--- config.mk ---
export PLATFORM = sky130hd
export DESIGN_NAME = edf_periodic_task_scheduler_core
export DESIGN_NICKNAME = d
export VERILOG_FILES = /design/src/hw/rtl/edfs_pkg.sv /design/src/hw/rtl/edfs_cell.sv /design/src/hw/rtl/edfs_seg_fifo.sv /design/src/hw/rtl/edf_periodic_task_scheduler_core.sv
export SDC_FILE = /design/constraint.sdc
export NUM_CORES = 1
export LEC_CHECK = 0
export BUFFER_PORTS_ARGS = -buffer_cell sky130_fd_sc_hd__buf_2
export CAP_MARGIN = 20
export CORE_ASPECT_RATIO = 1.5
export CORE_UTILIZATION = 35
export DETAILED_ROUTE_END_ITERATION = 10
export SLEW_MARGIN = 0
export SYNTH_ARGS = -nofsm -noshare
export SYNTH_HDL_FRONTEND = slang
export SYNTH_SLANG_ARGS = --single-unit
--- constraint.sdc ---
create_clock -name clk -period 13.2 [get_ports clk]
set_clock_uncertainty 0.05 [all_clocks]
set_input_delay 0.66 -clock clk [delete_from_list [all_inputs] [get_ports clk]]
set_output_delay 0.66 -clock clk [all_outputs]
set_load 0.005 [all_outputs]
--- src/hw/rtl/edfs_pkg.sv ---
package edfs_pkg;

	// Fixed field widths
	localparam int TIME_BITS     = 16;
	localparam int DL_W          = TIME_BITS + 1;
	localparam int IDX_W         = 2;
	localparam int OWNER_W       = 3;
	localparam int CFG_IDX_W     = 3;
	localparam int CFG_DATA_W    = 16;
	localparam int NUM_TASK_REGS = 3;
	localparam int MAX_TASKS_DEF = 3;
	localparam int FIFO_DEPTH    = 4;

	// Owner codes: tasks are one-based
	localparam logic [OWNER_W-1:0] OWNER_NONE = 3'd0;
	localparam logic [OWNER_W-1:0] OWNER_IDLE = 3'd4;

	// Configuration register map
	typedef enum logic [CFG_IDX_W-1:0] {
		REG_TASK_COUNT   = 3'd0,
		REG_HYPER_PERIOD = 3'd1,
		REG_T0_PERIOD    = 3'd2,
		REG_T0_BUDGET    = 3'd3,
		REG_T1_PERIOD    = 3'd4,
		REG_T1_BUDGET    = 3'd5,
		REG_T2_PERIOD    = 3'd6,
		REG_T2_BUDGET    = 3'd7
	} cfg_reg_t;

	// Register reset values
	localparam logic [IDX_W-1:0]      RST_TASK_COUNT = 2'd2;
	localparam logic [TIME_BITS-1:0]  RST_HYPER      = 16'd150;
	localparam logic [TIME_BITS-1:0]  RST_PERIOD [NUM_TASK_REGS] = '{16'd50, 16'd75, 16'd100};
	localparam logic [TIME_BITS-1:0]  RST_BUDGET [NUM_TASK_REGS] = '{16'd25, 16'd30, 16'd0};

	// Best candidate passed along the cell chain
	typedef struct packed {
		logic             valid;
		logic [DL_W-1:0]  dl;
		logic [IDX_W-1:0] idx;
	} cand_t;

	// One closed segment
	typedef struct packed {
		logic [TIME_BITS-1:0] start;
		logic [TIME_BITS-1:0] stop;
		logic                 idle;
		logic [IDX_W-1:0]     task_num;
		logic                 fin;
		logic                 last;
	} seg_t;

endpackage

--- src/hw/rtl/edfs_cell.sv ---
module edfs_cell #(
	parameter int CELL_IDX = 0
) (
	input  logic                                 clk,
	input  logic                                 arst_n,
	input  logic                                 advance,
	input  logic                                 clear,
	input  logic                                 in_use,
	input  logic [edfs_pkg::TIME_BITS-1:0]       now,
	input  logic [edfs_pkg::TIME_BITS-1:0]       period,
	input  logic [edfs_pkg::TIME_BITS-1:0]       budget,
	input  edfs_pkg::cand_t                      cand_in,
	output edfs_pkg::cand_t                      cand_out,
	input  edfs_pkg::cand_t                      winner,
	output logic                                 chosen
);
	import edfs_pkg::*;

	logic [TIME_BITS-1:0] countdown_q;
	logic [TIME_BITS-1:0] budget_q;
	logic [DL_W-1:0]      deadline_q;

	logic [TIME_BITS-1:0] per_eff;
	logic                 release_now;
	logic [TIME_BITS-1:0] budget_r;
	logic [DL_W-1:0]      deadline_r;
	logic                 eligible;
	logic                 take;

	// Release: reload budget and deadline when the countdown expires
	always_comb begin
		per_eff     = (period == '0) ? TIME_BITS'(1) : period;
		release_now = (countdown_q == '0);
		budget_r    = release_now ? budget : budget_q;
		deadline_r  = release_now ? ({1'b0, now} + {1'b0, per_eff}) : deadline_q;
	end

	// Earliest deadline so far; strict compare keeps the lower index on ties
	always_comb begin
		eligible = in_use && (budget_r != '0);
		take     = eligible && (!cand_in.valid || (deadline_r < cand_in.dl));
		cand_out = cand_in;
		if (take) begin
			cand_out.valid = 1'b1;
			cand_out.dl    = deadline_r;
			cand_out.idx   = IDX_W'(CELL_IDX);
		end
	end

	assign chosen = winner.valid && (winner.idx == IDX_W'(CELL_IDX));

	// Task state
	always_ff @(posedge clk or negedge arst_n) begin
		if (!arst_n) begin
			countdown_q <= '0;
			budget_q    <= '0;
			deadline_q  <= '0;
		end else if (clear) begin
			countdown_q <= '0;
			budget_q    <= '0;
			deadline_q  <= '0;
		end else if (advance && in_use) begin
			countdown_q <= release_now ? (per_eff - TIME_BITS'(1)) : (countdown_q - TIME_BITS'(1));
			deadline_q  <= deadline_r;
			budget_q    <= chosen ? (budget_r - TIME_BITS'(1)) : budget_r;
		end
	end

endmodule

--- src/hw/rtl/edfs_seg_fifo.sv ---
module edfs_seg_fifo (
	input  logic            clk,
	input  logic            arst_n,
	input  logic            push_a,
	input  edfs_pkg::seg_t  seg_a,
	input  logic            push_b,
	input  edfs_pkg::seg_t  seg_b,
	input  logic            pop,
	output logic            head_valid,
	output edfs_pkg::seg_t  head,
	output logic            no_room
);
	import edfs_pkg::*;

	localparam int PTR_W = $clog2(FIFO_DEPTH);
	localparam int CNT_W = PTR_W + 1;

	seg_t             mem_q [FIFO_DEPTH];
	logic [PTR_W-1:0] wr_ptr_q;
	logic [PTR_W-1:0] rd_ptr_q;
	logic [CNT_W-1:0] count_q;

	logic [PTR_W-1:0] wr_b;
	logic [CNT_W-1:0] n_push;
	logic             do_pop;

	assign head_valid = (count_q != '0);
	assign head       = mem_q[rd_ptr_q];
	// Keep room for the two segments one tick can close
	assign no_room    = (count_q > CNT_W'(FIFO_DEPTH - 2));
	assign do_pop     = pop && head_valid;
	assign wr_b       = push_a ? (wr_ptr_q + PTR_W'(1)) : wr_ptr_q;
	assign n_push     = CNT_W'(push_a) + CNT_W'(push_b);

	// Storage
	always_ff @(posedge clk) begin
		if (push_a)
			mem_q[wr_ptr_q] <= seg_a;
		if (push_b)
			mem_q[wr_b] <= seg_b;
	end

	// Pointers and fill count
	always_ff @(posedge clk or negedge arst_n) begin
		if (!arst_n) begin
			wr_ptr_q <= '0;
			rd_ptr_q <= '0;
			count_q  <= '0;
		end else begin
			wr_ptr_q <= wr_ptr_q + PTR_W'(n_push);
			if (do_pop)
				rd_ptr_q <= rd_ptr_q + PTR_W'(1);
			count_q <= count_q + n_push - CNT_W'(do_pop);
		end
	end

	a_no_overflow: assert property (@(posedge clk) disable iff (!arst_n)
		count_q <= CNT_W'(FIFO_DEPTH))
		else $error("segment fifo overflow");

	a_hold_when_stalled: assert property (@(posedge clk) disable iff (!arst_n)
		head_valid && !pop |=> head_valid && $stable(rd_ptr_q))
		else $error("segment fifo lost head while stalled");

	a_push_b_order: assert property (@(posedge clk) disable iff (!arst_n)
		push_a && push_b |-> !seg_a.last && seg_b.last)
		else $error("segment order within a tick broken");

endmodule

--- src/hw/rtl/edf_periodic_task_scheduler_core.sv ---
// EDF periodic task scheduler.
// Input channel (in_valid/in_stall, restart): each transfer with restart=0 is
// one time tick; restart=1 clears time and all task state and gives no output.
// Each tick releases tasks whose countdown expired, runs the ready task with
// the earliest deadline (lowest index on ties) and closes the current segment
// when the owner changes. The tick that ends the hyper-period also closes the
// final segment, so a tick yields zero, one or two segment transfers; the
// last one carries last=1. After that, ticks are ignored until restart.
// Output channel (out_valid/out_stall): segments in order, from a 4-entry
// fifo that registers each segment as its tick is taken. One tick is taken
// per cycle while in_stall is low; selection runs through a chain of one cell
// per task in that cycle. in_stall is high once three or four segments are
// queued (under two free entries), so an output stall backs up into the input.
// Config port (cfg_valid/cfg_ready, cfg_index, cfg_data) is always ready. The
// user must write it only while the block is idle; the block does not check.
// Reset: registers take their defaults (2 tasks, hyper-period 150, periods
// 50/75/100, budgets 25/30/0), time and task state clear, fifo empties.
module edf_periodic_task_scheduler_core #(
	parameter int MAX_TASKS = edfs_pkg::MAX_TASKS_DEF
) (
	input  logic                                clk,
	input  logic                                arst_n,
	input  logic                                in_valid,
	output logic                                in_stall,
	input  logic                                restart,
	output logic                                out_valid,
	input  logic                                out_stall,
	output logic [edfs_pkg::TIME_BITS-1:0]      seg_start,
	output logic [edfs_pkg::TIME_BITS-1:0]      seg_end,
	output logic                                seg_idle,
	output logic [edfs_pkg::IDX_W-1:0]          task_number,
	output logic                                final_segment,
	output logic                                last,
	input  logic                                cfg_valid,
	output logic                                cfg_ready,
	input  logic [edfs_pkg::CFG_IDX_W-1:0]      cfg_index,
	input  logic [edfs_pkg::CFG_DATA_W-1:0]     cfg_data
);
	import edfs_pkg::*;

	// Configuration registers
	logic [IDX_W-1:0]     task_count_q;
	logic [TIME_BITS-1:0] hyper_q;
	logic [TIME_BITS-1:0] period_q [NUM_TASK_REGS];
	logic [TIME_BITS-1:0] budget_q [NUM_TASK_REGS];

	// Run state
	logic [TIME_BITS-1:0] tick_q;
	logic [TIME_BITS-1:0] seg_begin_q;
	logic [OWNER_W-1:0]   owner_q;

	logic                 tick_take;
	logic                 run_active;
	logic                 advance;
	logic                 clear;
	logic [IDX_W-1:0]     count_eff;
	cand_t                chain [MAX_TASKS+1];
	logic [MAX_TASKS-1:0] chosen_vec;
	logic [OWNER_W-1:0]   owner_new;
	logic                 owner_chg;
	logic [TIME_BITS-1:0] tick_nxt;
	logic                 fin;
	logic                 emit_chg;
	logic [TIME_BITS-1:0] begin_eff;
	logic [OWNER_W-1:0]   owner_eff;
	seg_t                 seg_chg;
	seg_t                 seg_fin;
	seg_t                 head;
	logic                 no_room;

	assign cfg_ready = 1'b1;

	// Config writes
	always_ff @(posedge clk or negedge arst_n) begin
		if (!arst_n) begin
			task_count_q <= RST_TASK_COUNT;
			hyper_q      <= RST_HYPER;
			period_q     <= RST_PERIOD;
			budget_q     <= RST_BUDGET;
		end else if (cfg_valid) begin
			unique case (cfg_reg_t'(cfg_index))
				REG_TASK_COUNT:   task_count_q <= cfg_data[IDX_W-1:0];
				REG_HYPER_PERIOD: hyper_q      <= cfg_data[TIME_BITS-1:0];
				REG_T0_PERIOD:    period_q[0]  <= cfg_data[TIME_BITS-1:0];
				REG_T0_BUDGET:    budget_q[0]  <= cfg_data[TIME_BITS-1:0];
				REG_T1_PERIOD:    period_q[1]  <= cfg_data[TIME_BITS-1:0];
				REG_T1_BUDGET:    budget_q[1]  <= cfg_data[TIME_BITS-1:0];
				REG_T2_PERIOD:    period_q[2]  <= cfg_data[TIME_BITS-1:0];
				REG_T2_BUDGET:    budget_q[2]  <= cfg_data[TIME_BITS-1:0];
				default: ;
			endcase
		end
	end

	// Tick control
	assign in_stall   = no_room;
	assign tick_take  = in_valid && !in_stall;
	assign run_active = (tick_q < hyper_q);
	assign advance    = tick_take && !restart && run_active;
	assign clear      = tick_take && restart;
	assign count_eff  = (task_count_q > IDX_W'(MAX_TASKS)) ? IDX_W'(MAX_TASKS) : task_count_q;

	// Chain of task cells, one per task
	assign chain[0] = '0;
	for (genvar i = 0; i < MAX_TASKS; i++) begin : g_cell
		edfs_cell #(
			.CELL_IDX(i)
		) u_cell (
			.clk      (clk),
			.arst_n   (arst_n),
			.advance  (advance),
			.clear    (clear),
			.in_use   (IDX_W'(i) < count_eff),
			.now      (tick_q),
			.period   (period_q[i]),
			.budget   (budget_q[i]),
			.cand_in  (chain[i]),
			.cand_out (chain[i+1]),
			.winner   (chain[MAX_TASKS]),
			.chosen   (chosen_vec[i])
		);
	end

	// Owner change and segment build
	always_comb begin
		owner_new = chain[MAX_TASKS].valid ?
			(OWNER_W'(chain[MAX_TASKS].idx) + OWNER_W'(1)) : OWNER_IDLE;
		owner_chg = (owner_new != owner_q);
		emit_chg  = advance && owner_chg && (owner_q != OWNER_NONE);
		tick_nxt  = tick_q + TIME_BITS'(1);
		fin       = advance && ((tick_nxt == hyper_q) || (tick_nxt == '0));
		begin_eff = owner_chg ? tick_q : seg_begin_q;
		owner_eff = owner_chg ? owner_new : owner_q;

		seg_chg.start    = seg_begin_q;
		seg_chg.stop     = tick_q;
		seg_chg.idle     = (owner_q == OWNER_IDLE);
		seg_chg.task_num = (owner_q == OWNER_IDLE) ? '0 : owner_q[IDX_W-1:0];
		seg_chg.fin      = 1'b0;
		seg_chg.last     = !fin;

		seg_fin.start    = begin_eff;
		seg_fin.stop     = tick_nxt;
		seg_fin.idle     = (owner_eff == OWNER_IDLE);
		seg_fin.task_num = (owner_eff == OWNER_IDLE) ? '0 : owner_eff[IDX_W-1:0];
		seg_fin.fin      = 1'b1;
		seg_fin.last     = 1'b1;
	end

	// Time, segment start and owner
	always_ff @(posedge clk or negedge arst_n) begin
		if (!arst_n) begin
			tick_q      <= '0;
			seg_begin_q <= '0;
			owner_q     <= OWNER_NONE;
		end else if (clear) begin
			tick_q      <= '0;
			seg_begin_q <= '0;
			owner_q     <= OWNER_NONE;
		end else if (advance) begin
			tick_q <= fin ? hyper_q : tick_nxt;
			if (owner_chg) begin
				seg_begin_q <= tick_q;
				owner_q     <= owner_new;
			end
		end
	end

	// Output queue
	edfs_seg_fifo u_fifo (
		.clk        (clk),
		.arst_n     (arst_n),
		.push_a     (emit_chg),
		.seg_a      (seg_chg),
		.push_b     (fin),
		.seg_b      (seg_fin),
		.pop        (!out_stall),
		.head_valid (out_valid),
		.head       (head),
		.no_room    (no_room)
	);

	assign seg_start     = head.start;
	assign seg_end       = head.stop;
	assign seg_idle      = head.idle;
	assign task_number   = head.task_num;
	assign final_segment = head.fin;
	assign last          = head.last;

	a_one_winner: assert property (@(posedge clk) disable iff (!arst_n)
		$onehot0(chosen_vec))
		else $error("more than one task selected");

	a_run_ends: assert property (@(posedge clk) disable iff (!arst_n)
		fin |=> !run_active)
		else $error("run still active after final segment");

	a_owner_set: assert property (@(posedge clk) disable iff (!arst_n)
		advance |=> owner_q != OWNER_NONE)
		else $error("no owner after an active tick");

endmodule
-- Word-level counts from Yosys, hierarchy flattened
Memory sizes are Yosys's and may differ from the RTL's.
Cells that the tools add are included.
- memory bits (writable): 148
- memories: 1
- input bits: 25
- flip-flop bits (word level): 303
- memories (name ; words ; bits a word ; read ports ; clocked after Yosys merged registers in ; write ports ; line ; RTL):
    u_fifo.mem_q ; 4 ; 37 ; 1 ; 0 ; 2 ; edfs_seg_fifo.sv:18 ; seg_t mem_q [FIFO_DEPTH];
- muxes and demuxes: 54
- add/sub/neg operators: 20
- reductions and logical operators: 54
- equality and inequality tests: 13
- $lt $le $gt $ge: 8
- operators by type and width (cell ; count):
    16-bit 2-to-1 mux ; 30
    17-bit 2-to-1 mux ; 9
    16-bit by 1-bit subtractor with 16-bit output, second input constant ; 9
    16-bit zero test ; 7
    20-bit 2-to-1 mux ; 3
    16-bit by 16-bit adder with 17-bit output ; 3
    16-bit nonzero test ; 3
    17-bit < comparator ; 2
    1-bit logical AND ; 19
    3-bit equality test, second input constant ; 6
    16-bit by 1-bit adder with 16-bit output, second input constant ; 1
    16-bit equality test ; 1
    16-bit < comparator ; 1
    2-bit AND reduction ; 8
    3-bit 2-to-1 mux ; 4
    2-bit 2-to-1 mux ; 4
    2-bit nonzero test ; 4
    3-bit by 2-bit equality test with 1-bit output, second input constant ; 2
    1-bit zero test ; 6
    3-bit nonzero test ; 2
    2-bit by 1-bit adder with 2-bit output, second input constant ; 2
    1-bit by 2-bit < comparator with 1-bit output, first input constant ; 2
    1-bit 2-to-1 mux ; 4
    2-bit by 1-bit adder with 3-bit output, second input constant ; 1
    14 further kinds ; 16

-- Logic depth before layout (Yosys ltp)
Gate-level depths: netlist of run 1.
- word-level depth: 21
- gate-level depth with buffers: 45

-- Cells and area by module
From an unflattened synthesis of run 1, not the netlist that was laid out.
- cells, all modules: 3095
- area total of the unflattened synthesis: 30686.9 µm²
- by module, submodules not included (module ; instances ; sequential area each (µm²) ; cells each ; area an instance (µm²)):
    edfs_seg_fifo ; 1 ; 4619.4 ; 410 ; 7782.5
    edf_periodic_task_scheduler_core ; 1 ; 3756.1 ; 689 ; 7733.7
    edfs_cell (g_cell[2].u_cell) ; 1 ; 1226.2 ; 668 ; 5141.2
    edfs_cell (g_cell[1].u_cell) ; 1 ; 1226.2 ; 664 ; 5046.1
    edfs_cell (g_cell[0].u_cell) ; 1 ; 1226.2 ; 664 ; 4983.5

-- Least setup slack after synthesis of run 1
OpenSTA, ideal clock, no wires.
- path type: register to register
- from: reg period_q[37] (netlist name)
- to: mem u_fifo.mem_q[3][10] (netlist name) (enable)
- stages on the path, launching flop included: 41
- path buffers: 2
- library setup time: 0.393 ns
- period minus slack after synthesis: 10.321 ns
- data arrival time: 9.878 ns
- setup slack: 2.879 ns
- cell sequence: dfstp_2 > nor4_1 > a41o_1 > ha_1 > fa_1 > a21o_1 > a21oi_1 > o21bai_1 > a21oi_1 > nor2b_1 > o21a_1 > o31a_1 > o41ai_1 > o21bai_1 > a2111oi_0 > nor2_1 > nand2_1 > ha_1 > (+5 left out) > a21oi_2 > clkbuf_1 > nor2_1 > a21oi_1 > ha_1 > o21a_1 > o21a_1 > o22ai_1 > nor2_1 > a2111oi_1 > nand2_1 > o2111ai_2 > o21ai_1 > a211oi_4 > mux2i_2 > nand2_1 > buf_2 > nand2_1
- RTL lines (item ; line ; RTL):
    from (decl) ; edf_periodic_task_scheduler_core.sv:44 ; logic [TIME_BITS-1:0] period_q [NUM_TASK_REGS];
    to (decl) ; edfs_seg_fifo.sv:18 ;

==> results.json, run 1 <==
{
  "outcome": "completed",
  "tns_ns": 0,
  "rows": 125,
  "regToRegEndpoint": "u_fifo.mem_q[0][34]",
  "ios": 65,
  "ant_nets": 0,
  "synthTopCellsByArea": "dfrtp_1 (25%), edfxtp_1 (15%), ha_1 (5.1%), mux2_2 (4.6%), o21ai_0 (4.5%)",
  "path_common_cell": "o21ai_0",
  "slew_headroom_pct": 30.0,
  "dp_hpwl_um": 63400,
  "hold_class": "in -> async",
  "worstSetupPathType": "reg -> reg",
  "drv_slew": 0,
  "avgSynthCellArea_um2": 9.49,
  "end_kind": "register",
  "fillers": 7680,
  "synth-seq-cells": 451,
  "crit_path_max_fanout": 20,
  "syn_inst": 2908,
  "setup_viol": 0,
  "die_y_um": 346,
  "num_vias": 22700,
  "cts_made_buffers": 47,
  "antenna_found_initial": 4,
  "clk_latency_ns": 0.62,
  "dr.pass1.iters": 5,
  "core_um2": 77700,
  "synth_flop_cell": "dfrtp_1",
  "syn2layout_area_growth_pct": 10.8,
  "routed_wl_um": 89900,
  "tightest_slew_ns": 1.05,
  "final_cell_mix": "nand2_1 (312), dfrtp_1 (279), o21ai_0 (247)",
  "synthArstFlopShare_pct": 67.2,
  "netlist_area_um2": 27600,
  "path_clk_slew_ns": 0.07,
  "worst-r2r-setup-slack_ns": 1.38,
  "period_share_pct": 89.5,
  "cpPeakStageDelay_ns": 0.66,
  "vias_per_cell": 5.80,
  "final_common_cell": "nand2_1",
  "final_layout_size_suffix_gt1_share_pct": 14.4,
  "ys_seq_area_share_pct": 43.4,
  "drt_iter0_markers": 1997,
  "start_util_pct": 35.5,
  "crit_slowest_cell": "nor4_1",
  "rsz0062_at_grt": "no",
  "grt_usage_pct": 22.5,
  "arrival_ns": 12.12,
  "io_buffer_count": 63,
  "fin_worst_hold_slack_ns": 0.0303,
  "fin_crit_ns": 11.82,
  "synth_top_area_share_pct": 25.5,
  "reg2regPathDepth": 41,
  "cts_resized": 0,
  "cts_tree": "built",
  "cts_root_buf": "clkbuf_16",
  "grt.overflow.total": 0,
  "drc": 0,
  "synth_top_cell_by_area": "dfrtp_1",
  "grt_pass1_vias": 22300,
  "synth_edf_count": 140,
  "fmax_mhz": 84.6,
  "clock_sinks": 451,
  "ys.warnings.count": 0,
  "drv_cap": 0,
  "nets": 3003,
  "critPathLaunchType": "register",
  "grt_max_degree": 121,
  "gp_congestion": 0.933,
  "hold_viol_final": 0,
  "ctsHoldBuffers": 0,
  "synth_cell_types": 86,
  "critPathRequiredTime_ns": 13.50,
  "die-area_um2": 80000,
  "grt_pass1_wl_um": 137000,
  "die_w_um": 231,
  "wire_per_inst_um": 22.9,
  "clk_path_buf_depth": 3,
  "post-cts-setup-buffer-count": 0,
  "r2r-start": "period_q[27]",
  "syn-num-nets": 3049,
  "ctsHtreeMaxLevel": 2
}
## final cells by class
type                       count  area (µm²)  share of cell area (%)
multi-input combinational   2141       14400                    47.2
sequential                   451       12000                    39.2
clock buffer                  57        1270                    4.17
tap                         1016        1270                    4.16
timing repair buffer         120         766                    2.50
clock inverter                31         470                    1.54
inverter                     101         379                    1.24
antenna                        3        7.51                  0.0245
## critical path, delay by kind of cell, from the launching register on
kind / cells / cell delay, ns
multiplexers: 2 / 0.65
flip-flops: 1 / 0.46
AO/OA/AOI/OAI: 24 / 5.93
adder cells (fa/ha/maj): 4 / 1.19
buffers and inverters: 4 / 1.10
AND/OR/NAND/NOR: 7 / 2.14
## per-layer routing
| metal | routed length (µm) | share of wire, % | global-route usage (%) | vias to the layer above |
|---|---|---|---|---|
| li1 | - | - | - | 10600 |
| met1 | 35200 | 39 | 26.3 | 11200 |
| met2 | 45600 | 51 | 39.7 | 691 |
| met3 | 4290 | 4.8 | 2.75 | 207 |
| met4 | 4780 | 5.3 | 11.7 | 2 |
| met5 | 11 | 0.012 | 0 | - |
## logic make-up after synthesis
family,synth area share [%]
compound gates,19.0
xor+xnor,3.81
fa+ha+maj,5.37
buf+inv,4.54
flops,43.4
mux,8.43
other cells,0.0136
simple gates,15.5
## cell usage after synthesis, drive strengths merged (15+ instances only)
master and n:
a211oi 25, a22o 84, mux4 37, nor2 214, edfxtp 140, buf 39, mux2i 23, o22ai 74
o21ai 248, o211ai 15, nor3 76, mux2 112, inv 98, xnor2 81, or3 37, nor4 38
o31ai 25, and3 41, nand4 20, a21oi 180, xor2 39, a22oi 23, dfrtp 281, clkbuf 176
ha 112, nand2 315, nand3 75, a21o 28, dfstp 22, a31oi 25, nand2b 19
## stage by stage
step | worst slack, ns | instances | cell area, µm² | util, %
after floorplan | 2.88 | 2908 | 27600 | -
after detailed placement | 1.52 | 3829 | 28800 | 37.1
after global placement | 1.79 | 3828 | 28800 | 37.1
after global routing | 0.313 | 3917 | 30600 | 39.3
final | 1.38 | 3920 | 30600 | 39.3
after CTS | 1.47 | 3917 | 30600 | 39.3
## worst max-delay path by stage
stage	startpoint	endpoint	slack, ns	depth (start not counted)
3_5_place_dp	period_q[27]	u_fifo.mem_q[0][31]	1.52	41
2_1_floorplan	period_q[37]	u_fifo.mem_q[3][10]	2.88	40
4_1_cts	period_q[27]	u_fifo.mem_q[0][34]	1.47	41
3_3_place_gp	period_q[33]	u_fifo.mem_q[0][31]	1.79	41
6_report	period_q[27]	u_fifo.mem_q[0][34]	1.38	41
5_1_grt	period_q[27]	u_fifo.mem_q[0][29]	0.31	41
## sequential cells by signal (all words and copies together), names as in the netlist
name / flops
g_cell.u_cell.deadline_q: 51
u_fifo.rd_ptr_q: 2
u_fifo.mem_q: 148
budget_q: 48
tick_q: 16
g_cell.u_cell.budget_q: 48
seg_begin_q: 16
period_q: 48
owner_q: 3
u_fifo.wr_ptr_q: 2
hyper_q: 16
u_fifo.count_q: 3
g_cell.u_cell.countdown_q: 48
task_count_q: 2
Power of run 1 is left out: the tool's default activity adds up to more than one toggle a clock period on the data nets, which glitch-free logic cannot reach.
==> run 2: changes to the inputs <==
- REMOVE_ABC_BUFFERS: unset -> 1
==> run 2 against run 1 <==
Compared with the run above:
- non-clock buffer count rose by 4
- clock-buffer cell count rose by 15
- critical path depth fell by 1
- critical endpoint is now u_fifo.mem_q[3][13]
- largest cell class unchanged
==> results.json, run 2 (synthesis gave the netlist of run 1 again) <==
{
  "cts_root_buf": "clkbuf_16",
  "ctsHtreeMaxLevel": 2,
  "routed_wl_um": 88600,
  "start_util_pct": 35.5,
  "slew_headroom_pct": 29.2,
  "arrival_ns": 12.33,
  "fin_crit_ns": 12.14,
  "hold_class": "in -> async",
  "path_clk_slew_ns": 0.07,
  "critPathRequiredTime_ns": 13.38,
  "vias_per_cell": 5.78,
  "cts_resized": 0,
  "drv_slew": 0,
  "cpPeakStageDelay_ns": 0.71,
  "top_register": "u_fifo.mem_q",
  "r2r-start": "period_q[27]",
  "tns_ns": 0,
  "rsz0062_at_grt": "no",
  "drc": 0,
  "hold_viol_final": 0,
  "dp_hpwl_um": 62000,
  "wire_per_inst_um": 22.6,
  "critPathLaunchType": "register",
  "clk_path_buf_depth": 3,
  "grt_pass1_wl_um": 136000,
  "tightest_slew_ns": 1.05,
  "num_vias": 22700,
  "post-cts-setup-buffer-count": 0,
  "outcome": "completed",
  "largest_register_ffs": 148,
  "rows": 125,
  "period_share_pct": 92.0,
  "ctsHoldBuffers": 0,
  "crit_path_max_fanout": 35,
  "startpoint": "period_q[27]",
  "clk_latency_ns": 0.60,
  "die_y_um": 346,
  "drv_cap": 0,
  "nets": 3009,
  "grt.overflow.total": 0,
  "grt_max_degree": 110,
  "cts_tree": "built",
  "die-area_um2": 80000,
  "final_common_cell": "nand2_1",
  "clock_sinks": 451,
  "grt_usage_pct": 22.0,
  "reg_top3": "u_fifo.mem_q x148, g_cell.u_cell.deadline_q x51",
  "ant_nets": 0,
  "final_layout_size_suffix_gt1_share_pct": 14.4,
  "worstSetupPathType": "reg -> reg",
  "setup_viol": 0,
  "ios": 65,
  "end_kind": "register",
  "drt_iter0_markers": 1628,
  "worst-r2r-setup-slack_ns": 1.06,
  "path_common_cell": "o21ai_0",
  "die_w_um": 231,
  "antenna_found_initial": 1,
  "gp_congestion": 0.923,
  "reg2regPathDepth": 40,
  "dr.pass1.iters": 6,
  "io_buffer_count": 63,
  "grt_pass1_vias": 22400,
  "fmax_mhz": 82.3,
  "fillers": 7647,
  "regToRegEndpoint": "u_fifo.mem_q[3][13]",
  "core_um2": 77700,
  "syn2layout_area_growth_pct": 10.4,
  "final_cell_mix": "nand2_1 (310), dfrtp_1 (279), o21ai_0 (247)",
  "crit_slowest_cell": "a211oi_4",
  "cts_made_buffers": 49
}
-- run 2: changes by cell type in the layout (fill, tap and decap cells not counted), moves of 2 or more --
cell and change:
clkinv_1 -3, buf_4 +4, clkinv_2 +4, clkinv_4 -3, nand2_1 -2, clkbuf_8 +8, clkbuf_1 +6, nand2_2 +2
clkinv_8 -2, bufinv_16 -7, clkinvlp_4 -3
-- run 2: worst max-delay path by stage --
| stage | slack, ns | cells after the start | end |
|---|---|---|---|
| after CTS | 0.94 | 38 | u_fifo.mem_q[3][33] |
| after global routing | 0.09 | 40 | u_fifo.mem_q[3][33] |
| after global placement | 1.21 | 39 | u_fifo.mem_q[3][35] |
| final | 1.06 | 40 | u_fifo.mem_q[3][13] |
| after floorplan | 1.72 | 26 | u_fifo.mem_q[2][10] |
| after detailed placement | 1.04 | 38 | u_fifo.mem_q[3][35] |
-- run 2: worst max-delay path: cells and delay by family, from the launching register on --
kind | cells | cell delay, ns
AOI/OAI and AO/OA | 23 | 6.43
adders and majority gates | 4 | 1.20
buffers and inverters | 3 | 0.79
DFF | 1 | 0.45
muxes | 2 | 0.77
and+or+nand+nor | 8 | 2.01
-- run 2: area by class of cell --
cell class | count | area [µm²] | area share [%]
Multi-Input combinational cell | 2141 | 14400 | 47.4
Tap cell | 1016 | 1270 | 4.17
Clock buffer | 72 | 1430 | 4.70
Inverter | 101 | 379 | 1.24
Sequential cell | 451 | 12000 | 39.3
Clock inverter | 18 | 183 | 0.599
Timing Repair Buffer | 124 | 791 | 2.59
Antenna cell | 4 | 10.0 | 0.0328
-- run 2: layer usage --
layer	share of wire [%]	vias up	global-route usage, %
met2	52	710	39.6
met5	0	-	0
met4	4.2	0	9.72
li1	-	10600	-
met3	4.8	192	2.83
met1	39	11200	25.8
-- run 2: metrics by stage --
| stage | worst slack [ns] | instance area, µm² | utilization (%) | hold slack (ns) | cells |
|---|---|---|---|---|---|
| 3_5_place_dp | 1.04 | 28800 | 37.1 | 0.402 | 3832 |
| 4_1_cts | 0.938 | 30500 | 39.2 | 0.123 | 3922 |
| 3_3_place_gp | 1.21 | 28800 | 37.1 | 0.402 | 3832 |
| 5_1_grt | 0.0899 | 30500 | 39.2 | 0.167 | 3923 |
| 6_report | 1.06 | 30500 | 39.2 | 0.114 | 3927 |
| 2_1_floorplan | 1.72 | 26700 | - | 0.314 | 2693 |
Power of run 2 is left out for the same reason.
